===== src/design/ckbc_pkg.sv =====
// ----------------------------------------------------------------------------
// ckbc_pkg
// Shared types and constants of the color key blit clipper.
// ----------------------------------------------------------------------------
package ckbc_pkg;

	localparam int DIM_W           = 11;
	localparam int COORD_W         = 10;
	localparam int OFFSET_W        = 22;
	localparam int COLOR_W         = 8;
	localparam int MAX_DIMENSION   = 1024;
	localparam int BYTES_PER_PIXEL = 3;
	localparam int QUEUE_DEPTH     = 4;
	localparam int PROD_W          = 21;
	localparam int S_TDATA_W       = 88;
	localparam int M_TDATA_W       = 96;
	localparam int CFG_INDEX_W     = 2;

	localparam logic [DIM_W-1:0]   DIM_RESET = DIM_W'(1024);
	localparam logic [DIM_W-1:0]   DIM_MAX   = DIM_W'(MAX_DIMENSION);
	localparam logic [COLOR_W-1:0] KEY_LEVEL = 8'hFF;

	// configuration register indexes
	localparam logic [CFG_INDEX_W-1:0] REG_TARGET_WIDTH  = 2'd0;
	localparam logic [CFG_INDEX_W-1:0] REG_TARGET_HEIGHT = 2'd1;
	localparam logic [CFG_INDEX_W-1:0] REG_SOURCE_WIDTH  = 2'd2;
	localparam logic [CFG_INDEX_W-1:0] REG_SOURCE_HEIGHT = 2'd3;

	typedef enum logic {
		OP_START = 1'b0,
		OP_PIXEL = 1'b1
	} op_t;

	typedef enum logic [2:0] {
		STATUS_START_OK  = 3'd0,
		STATUS_START_REJ = 3'd1,
		STATUS_WRITTEN   = 3'd2,
		STATUS_KEYED     = 3'd3,
		STATUS_IDLE_PIX  = 3'd4
	} status_t;

	typedef enum logic [1:0] {
		KIND_START_OK  = 2'd0,
		KIND_START_REJ = 2'd1,
		KIND_PIXEL     = 2'd2
	} kind_t;

	typedef struct packed {
		logic [DIM_W-1:0] tw;
		logic [DIM_W-1:0] th;
		logic [DIM_W-1:0] sw;
		logic [DIM_W-1:0] sh;
	} dims_t;

	typedef struct packed {
		op_t                operation;
		logic [COORD_W-1:0] dest_x;
		logic [COORD_W-1:0] dest_y;
		logic [COORD_W-1:0] src_x;
		logic [COORD_W-1:0] src_y;
		logic [DIM_W-1:0]   rect_width;
		logic [DIM_W-1:0]   rect_height;
		logic [COLOR_W-1:0] red;
		logic [COLOR_W-1:0] green;
		logic [COLOR_W-1:0] blue;
	} item_t;

	typedef struct packed {
		kind_t               kind;
		logic [DIM_W-1:0]    clip_w;
		logic [DIM_W-1:0]    clip_h;
		logic [OFFSET_W-1:0] src_off;
		logic [OFFSET_W-1:0] dst_off;
		logic [COLOR_W-1:0]  red;
		logic [COLOR_W-1:0]  green;
		logic [COLOR_W-1:0]  blue;
	} entry_t;

	function automatic logic [DIM_W-1:0] min_dim(input logic [DIM_W-1:0] a,
			input logic [DIM_W-1:0] b);
		return (a < b) ? a : b;
	endfunction

endpackage


===== src/design/color_key_blit_clipper_core.sv =====
// ----------------------------------------------------------------------------
// color_key_blit_clipper_core
// 24-bit RGB blit engine with clipping and a white color key.
// ----------------------------------------------------------------------------
// usage:
//  - configuration: cfg_we/cfg_index/cfg_data write target and source image
//    sizes (0 target width, 1 target height, 2 source width, 3 source height);
//    write them only while no transaction is in flight
//  - input stream (s_*): s_tuser selects a start (0) or a pixel (1); a start
//    carries the corners and the requested size, a pixel carries its bytes
//  - output stream (m_*): exactly one result transaction per input
//    transaction, in order; m_tuser is the status, m_tlast marks the final
//    pixel of the clipped rectangle
//  - path: with an empty queue an accepted transaction goes from the front
//    stage register to the queue write, then to the result register
//  - throughput: one transaction per cycle while the receiver takes results;
//    the blit counters in the back end step one pixel per pixel of a blit
//  - reset clears the pipeline, the queue and the blit state, and sets all
//    four image sizes to 1024
//  - when the receiver stalls the result register holds, the queue fills,
//    and s_tready drops once the queue and the front stage are full
// ----------------------------------------------------------------------------
module color_key_blit_clipper_core #(
	parameter int QUEUE_DEPTH = ckbc_pkg::QUEUE_DEPTH
) (
	input  logic                               clk,
	input  logic                               arst_n,
	// configuration write port
	input  logic                               cfg_we,
	input  logic [ckbc_pkg::CFG_INDEX_W-1:0]   cfg_index,
	input  logic [ckbc_pkg::DIM_W-1:0]         cfg_data,
	// input stream
	input  logic                               s_tvalid,
	output logic                               s_tready,
	// dest_x, dest_y, src_x, src_y, rect_width, rect_height, red, green, blue
	input  logic [ckbc_pkg::S_TDATA_W-1:0]     s_tdata,
	// operation
	input  logic                               s_tuser,
	// output stream
	output logic                               m_tvalid,
	input  logic                               m_tready,
	// clipped_width, clipped_height, source_offset, dest_offset,
	// write_enable, out_red, out_green, out_blue
	output logic [ckbc_pkg::M_TDATA_W-1:0]     m_tdata,
	// status
	output logic [2:0]                         m_tuser,
	// last
	output logic                               m_tlast
);
	import ckbc_pkg::*;

	logic [DIM_W-1:0] tw_q;
	logic [DIM_W-1:0] th_q;
	logic [DIM_W-1:0] sw_q;
	logic [DIM_W-1:0] sh_q;
	dims_t            dims;
	item_t            item;
	logic             fq_valid;
	logic             fq_ready;
	entry_t           fq_entry;
	logic             qb_valid;
	logic             qb_ready;
	entry_t           qb_entry;

	// configuration registers
	always_ff @(posedge clk or negedge arst_n) begin
		if (!arst_n) begin
			tw_q <= DIM_RESET;
			th_q <= DIM_RESET;
			sw_q <= DIM_RESET;
			sh_q <= DIM_RESET;
		end else if (cfg_we) begin
			case (cfg_index)
				REG_TARGET_WIDTH:  tw_q <= cfg_data;
				REG_TARGET_HEIGHT: th_q <= cfg_data;
				REG_SOURCE_WIDTH:  sw_q <= cfg_data;
				REG_SOURCE_HEIGHT: sh_q <= cfg_data;
				default:           tw_q <= tw_q;
			endcase
		end
	end

	// sizes above the maximum dimension act as the maximum
	always_comb begin
		dims.tw = min_dim(tw_q, DIM_MAX);
		dims.th = min_dim(th_q, DIM_MAX);
		dims.sw = min_dim(sw_q, DIM_MAX);
		dims.sh = min_dim(sh_q, DIM_MAX);
	end

	// unpack the input transaction
	always_comb begin
		item.operation   = op_t'(s_tuser);
		item.dest_x      = s_tdata[9:0];
		item.dest_y      = s_tdata[19:10];
		item.src_x       = s_tdata[29:20];
		item.src_y       = s_tdata[39:30];
		item.rect_width  = s_tdata[50:40];
		item.rect_height = s_tdata[61:51];
		item.red         = s_tdata[69:62];
		item.green       = s_tdata[77:70];
		item.blue        = s_tdata[85:78];
	end

	// front: classify, check and clip starts, corner offsets
	ckbc_front u_front (
		.clk      (clk),
		.arst_n   (arst_n),
		.dims     (dims),
		.in_valid (s_tvalid),
		.in_ready (s_tready),
		.item     (item),
		.q_valid  (fq_valid),
		.q_ready  (fq_ready),
		.q_entry  (fq_entry)
	);

	// decoupling queue so either side can stall alone
	ckbc_queue #(
		.DEPTH (QUEUE_DEPTH)
	) u_queue (
		.clk      (clk),
		.arst_n   (arst_n),
		.wr_valid (fq_valid),
		.wr_ready (fq_ready),
		.wr_entry (fq_entry),
		.rd_valid (qb_valid),
		.rd_ready (qb_ready),
		.rd_entry (qb_entry)
	);

	// back: blit state, per-pixel offsets and key test, result register
	ckbc_back u_back (
		.clk          (clk),
		.arst_n       (arst_n),
		.target_width (dims.tw),
		.q_valid      (qb_valid),
		.q_ready      (qb_ready),
		.q_entry      (qb_entry),
		.m_tvalid     (m_tvalid),
		.m_tready     (m_tready),
		.m_tdata      (m_tdata),
		.m_tuser      (m_tuser),
		.m_tlast      (m_tlast)
	);

endmodule


===== src/design/ckbc_front.sv =====
// ----------------------------------------------------------------------------
// ckbc_front
// Classifies items, checks and clips starts, computes corner byte offsets.
// ----------------------------------------------------------------------------
module ckbc_front (
	input  logic            clk,
	input  logic            arst_n,
	input  ckbc_pkg::dims_t dims,
	input  logic            in_valid,
	output logic            in_ready,
	input  ckbc_pkg::item_t item,
	output logic            q_valid,
	input  logic            q_ready,
	output ckbc_pkg::entry_t q_entry
);
	import ckbc_pkg::*;

	logic                valid_s1;
	kind_t               kind_s1;
	logic [DIM_W-1:0]    clip_w_s1;
	logic [DIM_W-1:0]    clip_h_s1;
	logic [COORD_W-1:0]  dx_s1;
	logic [COORD_W-1:0]  sx_s1;
	logic [PROD_W-1:0]   pd_s1;
	logic [PROD_W-1:0]   ps_s1;
	logic [COLOR_W-1:0]  red_s1;
	logic [COLOR_W-1:0]  green_s1;
	logic [COLOR_W-1:0]  blue_s1;

	logic                reject;
	kind_t               kind;
	logic [DIM_W-1:0]    clip_w;
	logic [DIM_W-1:0]    clip_h;
	logic [PROD_W-1:0]   prod_d;
	logic [PROD_W-1:0]   prod_s;
	logic [OFFSET_W-1:0] dst_base;
	logic [OFFSET_W-1:0] src_base;
	logic                advance;

	assign advance  = !valid_s1 || q_ready;
	assign in_ready = advance;

	always_comb begin
		reject = ({1'b0, item.dest_x} >= dims.tw) || ({1'b0, item.dest_y} >= dims.th) ||
			({1'b0, item.src_x} >= dims.sw) || ({1'b0, item.src_y} >= dims.sh) ||
			(item.rect_width == '0) || (item.rect_height == '0);
		clip_w = min_dim(min_dim(item.rect_width, dims.tw - {1'b0, item.dest_x}),
			dims.sw - {1'b0, item.src_x});
		clip_h = min_dim(min_dim(item.rect_height, dims.th - {1'b0, item.dest_y}),
			dims.sh - {1'b0, item.src_y});
		prod_d = PROD_W'(item.dest_y) * PROD_W'(dims.tw);
		prod_s = PROD_W'(item.src_y) * PROD_W'(dims.sw);
		if (item.operation == OP_PIXEL) begin
			kind = KIND_PIXEL;
		end else if (reject) begin
			kind = KIND_START_REJ;
		end else begin
			kind = KIND_START_OK;
		end
	end

	always_ff @(posedge clk or negedge arst_n) begin
		if (!arst_n) begin
			valid_s1 <= 1'b0;
		end else if (advance) begin
			valid_s1 <= in_valid;
		end
	end

	always_ff @(posedge clk) begin
		if (advance && in_valid) begin
			kind_s1   <= kind;
			clip_w_s1 <= clip_w;
			clip_h_s1 <= clip_h;
			dx_s1     <= item.dest_x;
			sx_s1     <= item.src_x;
			pd_s1     <= prod_d;
			ps_s1     <= prod_s;
			red_s1    <= item.red;
			green_s1  <= item.green;
			blue_s1   <= item.blue;
		end
	end

	// row product plus column, then three bytes per pixel, wrapped to 22 bits
	assign dst_base = OFFSET_W'(pd_s1) + OFFSET_W'(dx_s1);
	assign src_base = OFFSET_W'(ps_s1) + OFFSET_W'(sx_s1);

	always_comb begin
		q_entry.kind    = kind_s1;
		q_entry.clip_w  = clip_w_s1;
		q_entry.clip_h  = clip_h_s1;
		q_entry.dst_off = OFFSET_W'(dst_base * BYTES_PER_PIXEL);
		q_entry.src_off = OFFSET_W'(src_base * BYTES_PER_PIXEL);
		q_entry.red     = red_s1;
		q_entry.green   = green_s1;
		q_entry.blue    = blue_s1;
	end

	assign q_valid = valid_s1;

endmodule


===== src/design/ckbc_queue.sv =====
// ----------------------------------------------------------------------------
// ckbc_queue
// Short first-in first-out queue of classified items.
// ----------------------------------------------------------------------------
module ckbc_queue #(
	parameter int DEPTH = ckbc_pkg::QUEUE_DEPTH
) (
	input  logic             clk,
	input  logic             arst_n,
	input  logic             wr_valid,
	output logic             wr_ready,
	input  ckbc_pkg::entry_t wr_entry,
	output logic             rd_valid,
	input  logic             rd_ready,
	output ckbc_pkg::entry_t rd_entry
);
	import ckbc_pkg::*;

	localparam int PTR_W = (DEPTH > 1) ? $clog2(DEPTH) : 1;
	localparam int CNT_W = $clog2(DEPTH + 1);
	localparam logic [PTR_W-1:0] LAST_PTR = PTR_W'(DEPTH - 1);
	localparam logic [CNT_W-1:0] FULL_CNT = CNT_W'(DEPTH);

	entry_t           mem_q [DEPTH];
	logic [PTR_W-1:0] wr_ptr_q;
	logic [PTR_W-1:0] rd_ptr_q;
	logic [CNT_W-1:0] count_q;
	logic             push;
	logic             pop;

	assign wr_ready = (count_q != FULL_CNT);
	assign rd_valid = (count_q != '0);
	assign push     = wr_valid && wr_ready;
	assign pop      = rd_valid && rd_ready;
	assign rd_entry = mem_q[rd_ptr_q];

	always_ff @(posedge clk or negedge arst_n) begin
		if (!arst_n) begin
			wr_ptr_q <= '0;
			rd_ptr_q <= '0;
			count_q  <= '0;
		end else begin
			if (push) begin
				wr_ptr_q <= (wr_ptr_q == LAST_PTR) ? '0 : wr_ptr_q + 1'b1;
			end
			if (pop) begin
				rd_ptr_q <= (rd_ptr_q == LAST_PTR) ? '0 : rd_ptr_q + 1'b1;
			end
			if (push && !pop) begin
				count_q <= count_q + 1'b1;
			end else if (pop && !push) begin
				count_q <= count_q - 1'b1;
			end
		end
	end

	always_ff @(posedge clk) begin
		if (push) begin
			mem_q[wr_ptr_q] <= wr_entry;
		end
	end

endmodule


===== src/design/ckbc_back.sv =====
// ----------------------------------------------------------------------------
// ckbc_back
// Runs the blit: raster counters, target offsets, color key, result register.
// ----------------------------------------------------------------------------
module ckbc_back (
	input  logic                            clk,
	input  logic                            arst_n,
	input  logic [ckbc_pkg::DIM_W-1:0]      target_width,
	input  logic                            q_valid,
	output logic                            q_ready,
	input  ckbc_pkg::entry_t                q_entry,
	output logic                            m_tvalid,
	input  logic                            m_tready,
	output logic [ckbc_pkg::M_TDATA_W-1:0]  m_tdata,
	output logic [2:0]                      m_tuser,
	output logic                            m_tlast
);
	import ckbc_pkg::*;

	logic                active_q;
	logic [DIM_W-1:0]    run_w_q;
	logic [DIM_W-1:0]    run_h_q;
	logic [DIM_W-1:0]    col_q;
	logic [DIM_W-1:0]    row_q;
	logic [OFFSET_W-1:0] row_off_q;
	logic [OFFSET_W-1:0] pix_off_q;

	logic                out_valid_q;
	logic [M_TDATA_W-1:0] out_data_q;
	status_t             out_status_q;
	logic                out_last_q;

	logic                pop;
	logic [DIM_W:0]      col_inc;
	logic [DIM_W:0]      row_inc;
	logic                row_end;
	logic                is_last;
	logic                key;
	logic [OFFSET_W-1:0] row_step;
	status_t             status;
	logic [DIM_W-1:0]    res_cw;
	logic [DIM_W-1:0]    res_ch;
	logic [OFFSET_W-1:0] res_soff;
	logic [OFFSET_W-1:0] res_doff;
	logic                res_we;
	logic [COLOR_W-1:0]  res_r;
	logic [COLOR_W-1:0]  res_g;
	logic [COLOR_W-1:0]  res_b;
	logic                res_last;

	assign pop     = q_valid && (!out_valid_q || m_tready);
	assign q_ready = !out_valid_q || m_tready;

	assign col_inc  = {1'b0, col_q} + 1'b1;
	assign row_inc  = {1'b0, row_q} + 1'b1;
	assign row_end  = (col_inc >= {1'b0, run_w_q});
	assign is_last  = row_end && (row_inc >= {1'b0, run_h_q});
	assign key      = (q_entry.red == KEY_LEVEL) && (q_entry.green == KEY_LEVEL) &&
		(q_entry.blue == KEY_LEVEL);
	assign row_step = OFFSET_W'(target_width * BYTES_PER_PIXEL);

	always_comb begin
		status   = STATUS_IDLE_PIX;
		res_cw   = '0;
		res_ch   = '0;
		res_soff = '0;
		res_doff = '0;
		res_we   = 1'b0;
		res_r    = '0;
		res_g    = '0;
		res_b    = '0;
		res_last = 1'b0;
		case (q_entry.kind)
			KIND_START_OK: begin
				status   = STATUS_START_OK;
				res_cw   = q_entry.clip_w;
				res_ch   = q_entry.clip_h;
				res_soff = q_entry.src_off;
			end
			KIND_START_REJ: begin
				status = STATUS_START_REJ;
			end
			KIND_PIXEL: begin
				if (active_q) begin
					status   = key ? STATUS_KEYED : STATUS_WRITTEN;
					res_doff = pix_off_q;
					res_we   = !key;
					res_r    = key ? '0 : q_entry.red;
					res_g    = key ? '0 : q_entry.green;
					res_b    = key ? '0 : q_entry.blue;
					res_last = is_last;
				end
			end
			default: begin
				status = STATUS_IDLE_PIX;
			end
		endcase
	end

	always_ff @(posedge clk or negedge arst_n) begin
		if (!arst_n) begin
			active_q    <= 1'b0;
			run_w_q     <= '0;
			run_h_q     <= '0;
			col_q       <= '0;
			row_q       <= '0;
			row_off_q   <= '0;
			pix_off_q   <= '0;
			out_valid_q <= 1'b0;
		end else begin
			if (pop) begin
				out_valid_q <= 1'b1;
			end else if (m_tready) begin
				out_valid_q <= 1'b0;
			end
			if (pop) begin
				case (q_entry.kind)
					KIND_START_OK: begin
						active_q  <= 1'b1;
						run_w_q   <= q_entry.clip_w;
						run_h_q   <= q_entry.clip_h;
						col_q     <= '0;
						row_q     <= '0;
						row_off_q <= q_entry.dst_off;
						pix_off_q <= q_entry.dst_off;
					end
					KIND_START_REJ: begin
						active_q <= 1'b0;
					end
					KIND_PIXEL: begin
						if (active_q) begin
							if (is_last) begin
								active_q <= 1'b0;
								col_q    <= '0;
								row_q    <= '0;
							end else if (row_end) begin
								col_q     <= '0;
								row_q     <= row_inc[DIM_W-1:0];
								row_off_q <= row_off_q + row_step;
								pix_off_q <= row_off_q + row_step;
							end else begin
								col_q     <= col_inc[DIM_W-1:0];
								pix_off_q <= pix_off_q + OFFSET_W'(BYTES_PER_PIXEL);
							end
						end
					end
					default: begin
						active_q <= active_q;
					end
				endcase
			end
		end
	end

	always_ff @(posedge clk) begin
		if (pop) begin
			out_status_q <= status;
			out_last_q   <= res_last;
			out_data_q   <= {5'b0, res_b, res_g, res_r, res_we, res_doff, res_soff,
				res_ch, res_cw};
		end
	end

	assign m_tvalid = out_valid_q;
	assign m_tdata  = out_data_q;
	assign m_tuser  = out_status_q;
	assign m_tlast  = out_last_q;

endmodule

===== config.mk =====
export PLATFORM = sky130hd
export DESIGN_NAME = color_key_blit_clipper_core
export DESIGN_NICKNAME = d
export VERILOG_FILES = /design/src/design/ckbc_pkg.sv /design/src/design/color_key_blit_clipper_core.sv /design/src/design/ckbc_front.sv /design/src/design/ckbc_queue.sv /design/src/design/ckbc_back.sv
export SDC_FILE = /design/constraint.sdc
export NUM_CORES = 2
export LEC_CHECK = 0
export ABC_AREA = 0
export ABC_CLOCK_PERIOD_IN_PS = 12500
export BUFFER_PORTS_ARGS = -buffer_cell sky130_fd_sc_hd__buf_4
export CAP_MARGIN = 10
export CORE_AREA = 3 3 325 247
export DETAILED_ROUTE_END_ITERATION = 8
export DIE_AREA = 0 0 328 250
export GPL_TIMING_DRIVEN = 0
export PLACE_DENSITY = 0.72
export SYNTH_ARGS = -nofsm -noshare
export SYNTH_HDL_FRONTEND = slang
export SYNTH_HIERARCHICAL = 1
export SYNTH_SLANG_ARGS = --single-unit

===== constraint.sdc =====
create_clock -name clk -period 12.5 [get_ports clk]
set_input_delay 3.125 -clock clk [delete_from_list [all_inputs] [get_ports clk]]
set_output_delay 3.125 -clock clk [all_outputs]
set_load 0.01 [all_outputs]

==> summary.md <==
| Metric | Value |
|---|---|
| CTS resizes | 0 |
| Max-cap viol count | 0 |
| PD cells | 296 nW/um^2 |
| Drt pass-1 iters | 6 |
| Vias | 26.8k |
| Site Rows | slightly below 90 |
| I/O pin count | about 210 |
| Crit path max-delay cell type | mux2i_1 |
| Max VDD drop | 0.000190 V |
| CTS tree | built |
| Startpoint types | primary input |
| Rel. slew slack | between 20% and 30% |
| Clk_skew | ~25 ps |
| Syn Area/Cell | ~13 sq um |
| # diodes | 0 |
| Setup TNS | 0 ps |
| Core area | about 77,000 sq um |
| Crit share post-route | ~82% |
| Initial antenna violation count | 6 |
| Yosys Warn Count | 6 |
| Via-per-instance ratio | about 5.7 |
| Hold buffer count at CTS | 0 |
| DRC errors left | 0 |
| Fin crit period | 10,280 ps |
| Largest net degree at the start of global routing | 74 |
| Worst Hold Class | flop to flop |
| Gate Count Post-Synth | between 3k and 4k |
| Async S/R FF share, synth | between 10% and 20% |
| Outcome | complete, no violations |
| Synth Register Bits | approximately 700 |
| Number of synthesized flops with an enable pin | about 570 |
| Num CTS Buffers | 70 |
| Crit Path Category | primary input to flop |
| Non-Filler Instances | 4,737 |
| Reg2reg setup slack | around 4400 ps |
| Slew Viols, Final | 0 |
| FF/Latch Area | 20,800 sq um |
| WL per Instance | 20.2 um |
| Post-CTS Setup Repair Bufs | 0 |
| Combinational group share of total power | 52.3% |
| Initial Util | between 50 and 60% |
| WP buf/inv | 7 |
| Leakage power | slightly above 20 nW |
| Setup violation total in the final timing report | 0 |
| Switching share of power | about two fifths |
| Final Hold Vio Count | 0 |
| H-tree depth | 3 |
| Routed Antenna Nets | 0 |
| Number of port buffers | between 200 and 250 |
| Worst setup EP type | flop |
| Most used DFF post-synth | edfxtp_1 |
| Global placement routability congestion | a little over 0.9 |
| Post-DP HPWL | slightly above 70 mm |
| Post-synthesis sequential area ratio | about half |
| Vias in the first global route | ~26k |
| Max Fclk | roughly 0.097 GHz |
| Cell Count Post-Placement | 4,608 |
| Multi-input logic area | between 15,000 and 20,000 sq um |
| Die Width | around 330 um |
| Clock group share of total power | ~15% |
| Syn-to-layout area delta | 12.8% |
| Share of cells above drive strength 1 | around 16% |
| Fillers | about 6k |
| Initial DRC count | between 2k and 2.5k |
| Switching power | 5.63 mW |
| P_int | around 8.5 mW |
| Gr usage total | between 20% and 30% |
| Sequential cell fraction of total power | between 30% and 40% |
| Worst-path clk slew | approximately 60 ps |
| Worst Max-Slew Pin Slew | between 1000 and 1500 ps |
| Post-synth cell types | between 90 and 100 |
| Die Footprint | between 80,000 and 90,000 sq um |
| CP Max Fanout | 10 |
| CTS max path bufs | 3 |
| Die Y | 250 um |
| Slowest stage delay, CP | about 680 ps |
| RSZ-0062 raised after global routing | false |
| Worst Path Arrival | between 10,000 and 15,000 ps |
| Remaining Overflow, GRT | 0 |
| Final wirelength | around 96 mm |
| First-pass GRT wire length | ~150 mm |
| TritonCTS Sinks | 715 |
| Clk Latency, worst-skew pair | between 600 and 700 ps |
| Final net count | 4,208 |
| CP top delay family | compound AO/OA/AOI/OAI gates |
| Root Buffer | clkbuf_16 |
| Cell Area, Synth | 42,400 sq um |
| Critical path data required time | between 10,000 and 15,000 ps |
[sequential cells by signal, indices dropped and copies added (netlist names), 10 cells and up]
signal	flops
sh_q	11
sw_q	11
th_q	11
tw_q	11
u_back/col_q	11
u_back/m_tdata	91
u_back/pix_off_q	22
u_back/row_off_q	22
u_back/row_q	11
u_back/run_h_q	11
u_back/run_w_q	11
u_front/clip_h_s1	11
u_front/clip_w_s1	11
u_front/dx_s1	10
u_front/pd_s1	21
u_front/ps_s1	21
u_front/sx_s1	10
u_queue/mem_q	368
[per-stage QoR]
| step | hold slack (ps) | util (%) | setup WS [ps] | instance area, sq um | power [mW] |
|---|---|---|---|---|---|
| 2_1_floorplan | 447 | - | 3480 | 42400 | 9.87 |
| 3_3_place_gp | 465 | 58.7 | 1790 | 45200 | 11.8 |
| 3_5_place_dp | 482 | 59.1 | 1690 | 45500 | 12.0 |
| 4_1_cts | 488 | 62.1 | 2290 | 47800 | 14.2 |
| 5_1_grt | 509 | 62.1 | 1620 | 47800 | 15.2 |
| 6_report | 494 | 62.1 | 2220 | 47800 | 14.1 |
[kinds of logic after synthesis]
group                      share of synthesized area, %
adders and majority gates                          16.3
and+or+nand+nor                                    10.2
AOI/OAI and AO/OA                                  7.85
DFF                                                49.0
buffers and inverters                              4.36
muxes                                              8.41
other                                           0.00885
xor gates and xnor gates                           3.84
[routing by layer]
layer  share of wire [%]  track usage [%]
met1                  47             36.5
met5                   0                0
met3                 8.6             5.88
met2                  42             33.4
met4                 1.8             4.94
[path summary, 6_finish.rpt]
| kind | endpoint | cells past startpoint | from |
|---|---|---|---|
| min | u_queue/mem_q[2][15] | 0 | u_front/green_s1[7] |
| max in group asynchronous | tw_q[10] | 2 | arst_n |
| max | u_front/clip_h_s1[10] | 30 | s_tdata[11] |
| max reg2reg | u_front/clip_h_s1[10] | 29 | th_q[10] |
| min in group asynchronous | u_back/row_q[10] | 1 | arst_n |
| min reg2reg | u_queue/mem_q[2][15] | 0 | u_front/green_s1[7] |
[power by group through the flow]
stage / Sequential, mW / Combinational [mW] / Clock (mW)
after floorplan: 4.62 / 5.25 / 0
after global placement: 4.67 / 7.13 / 0
after detailed placement: 4.67 / 7.31 / 0
after CTS: 4.62 / 7.37 / 2.18
after global routing: 4.71 / 8.23 / 2.28
final: 4.62 / 7.39 / 2.13
[synthesized netlist by cell type, types with 12 or more instances]
cell      number  area [sq um]
mux2_4        45           676
a211oi_1      20           150
nor3_1        35           175
edfxtp_1     573         17200
clkbuf_1      80           300
mux2_2        44           495
nor4_1        12          75.1
a21oi_1      134           671
a21o_1        55           413
nand2b_1      24           150
nor2_1       150           563
a22o_1        20           175
ha_1         295          3690
nor2b_1       60           375
xnor2_1      121          1060
o21ai_0       74           370
buf_6         13           146
nand2_1      238           893
nand4_1       31           194
mux2i_1       31           310
and2_1       153           957
xor2_1        65           569
and3_1        54           338
buf_2         13          65.1
dfrtp_1      138          3450
o21a_1        21           158
fa_1         160          3200
o211ai_1      27           203
nand3_1       47           235
mux4_2        92          2070
inv_1        330          1240
a31oi_1       23           144
[cells in the final DEF (no fill, tap or decap), types with 60 or more instances in the layout]
cell type,netlist,routed
xor2_1,65,65
nor2_1,150,150
mux4_2,92,92
nor2b_1,60,60
clkbuf_1,80,92
nand2_1,238,238
dfrtp_1,138,138
inv_1,330,329
clkbuf_16,0,70
buf_4,10,212
xnor2_1,121,121
and2_1,153,152
fa_1,160,160
ha_1,295,295
edfxtp_1,573,573
o21ai_0,74,74
a21oi_1,134,134
[cell type report]
class / count / area share [%]
Buffer: 119 / 1.25
Tap cell: 1035 / 2.71
Clock inverter: 43 / 1.03
Multi-Input combinational cell: 2195 / 41.4
Clock buffer: 85 / 3.85
Inverter: 333 / 2.62
Timing Repair Buffer: 212 / 3.67
Sequential cell: 715 / 43.5
Note: power is estimated with default switching activity, not from simulation.
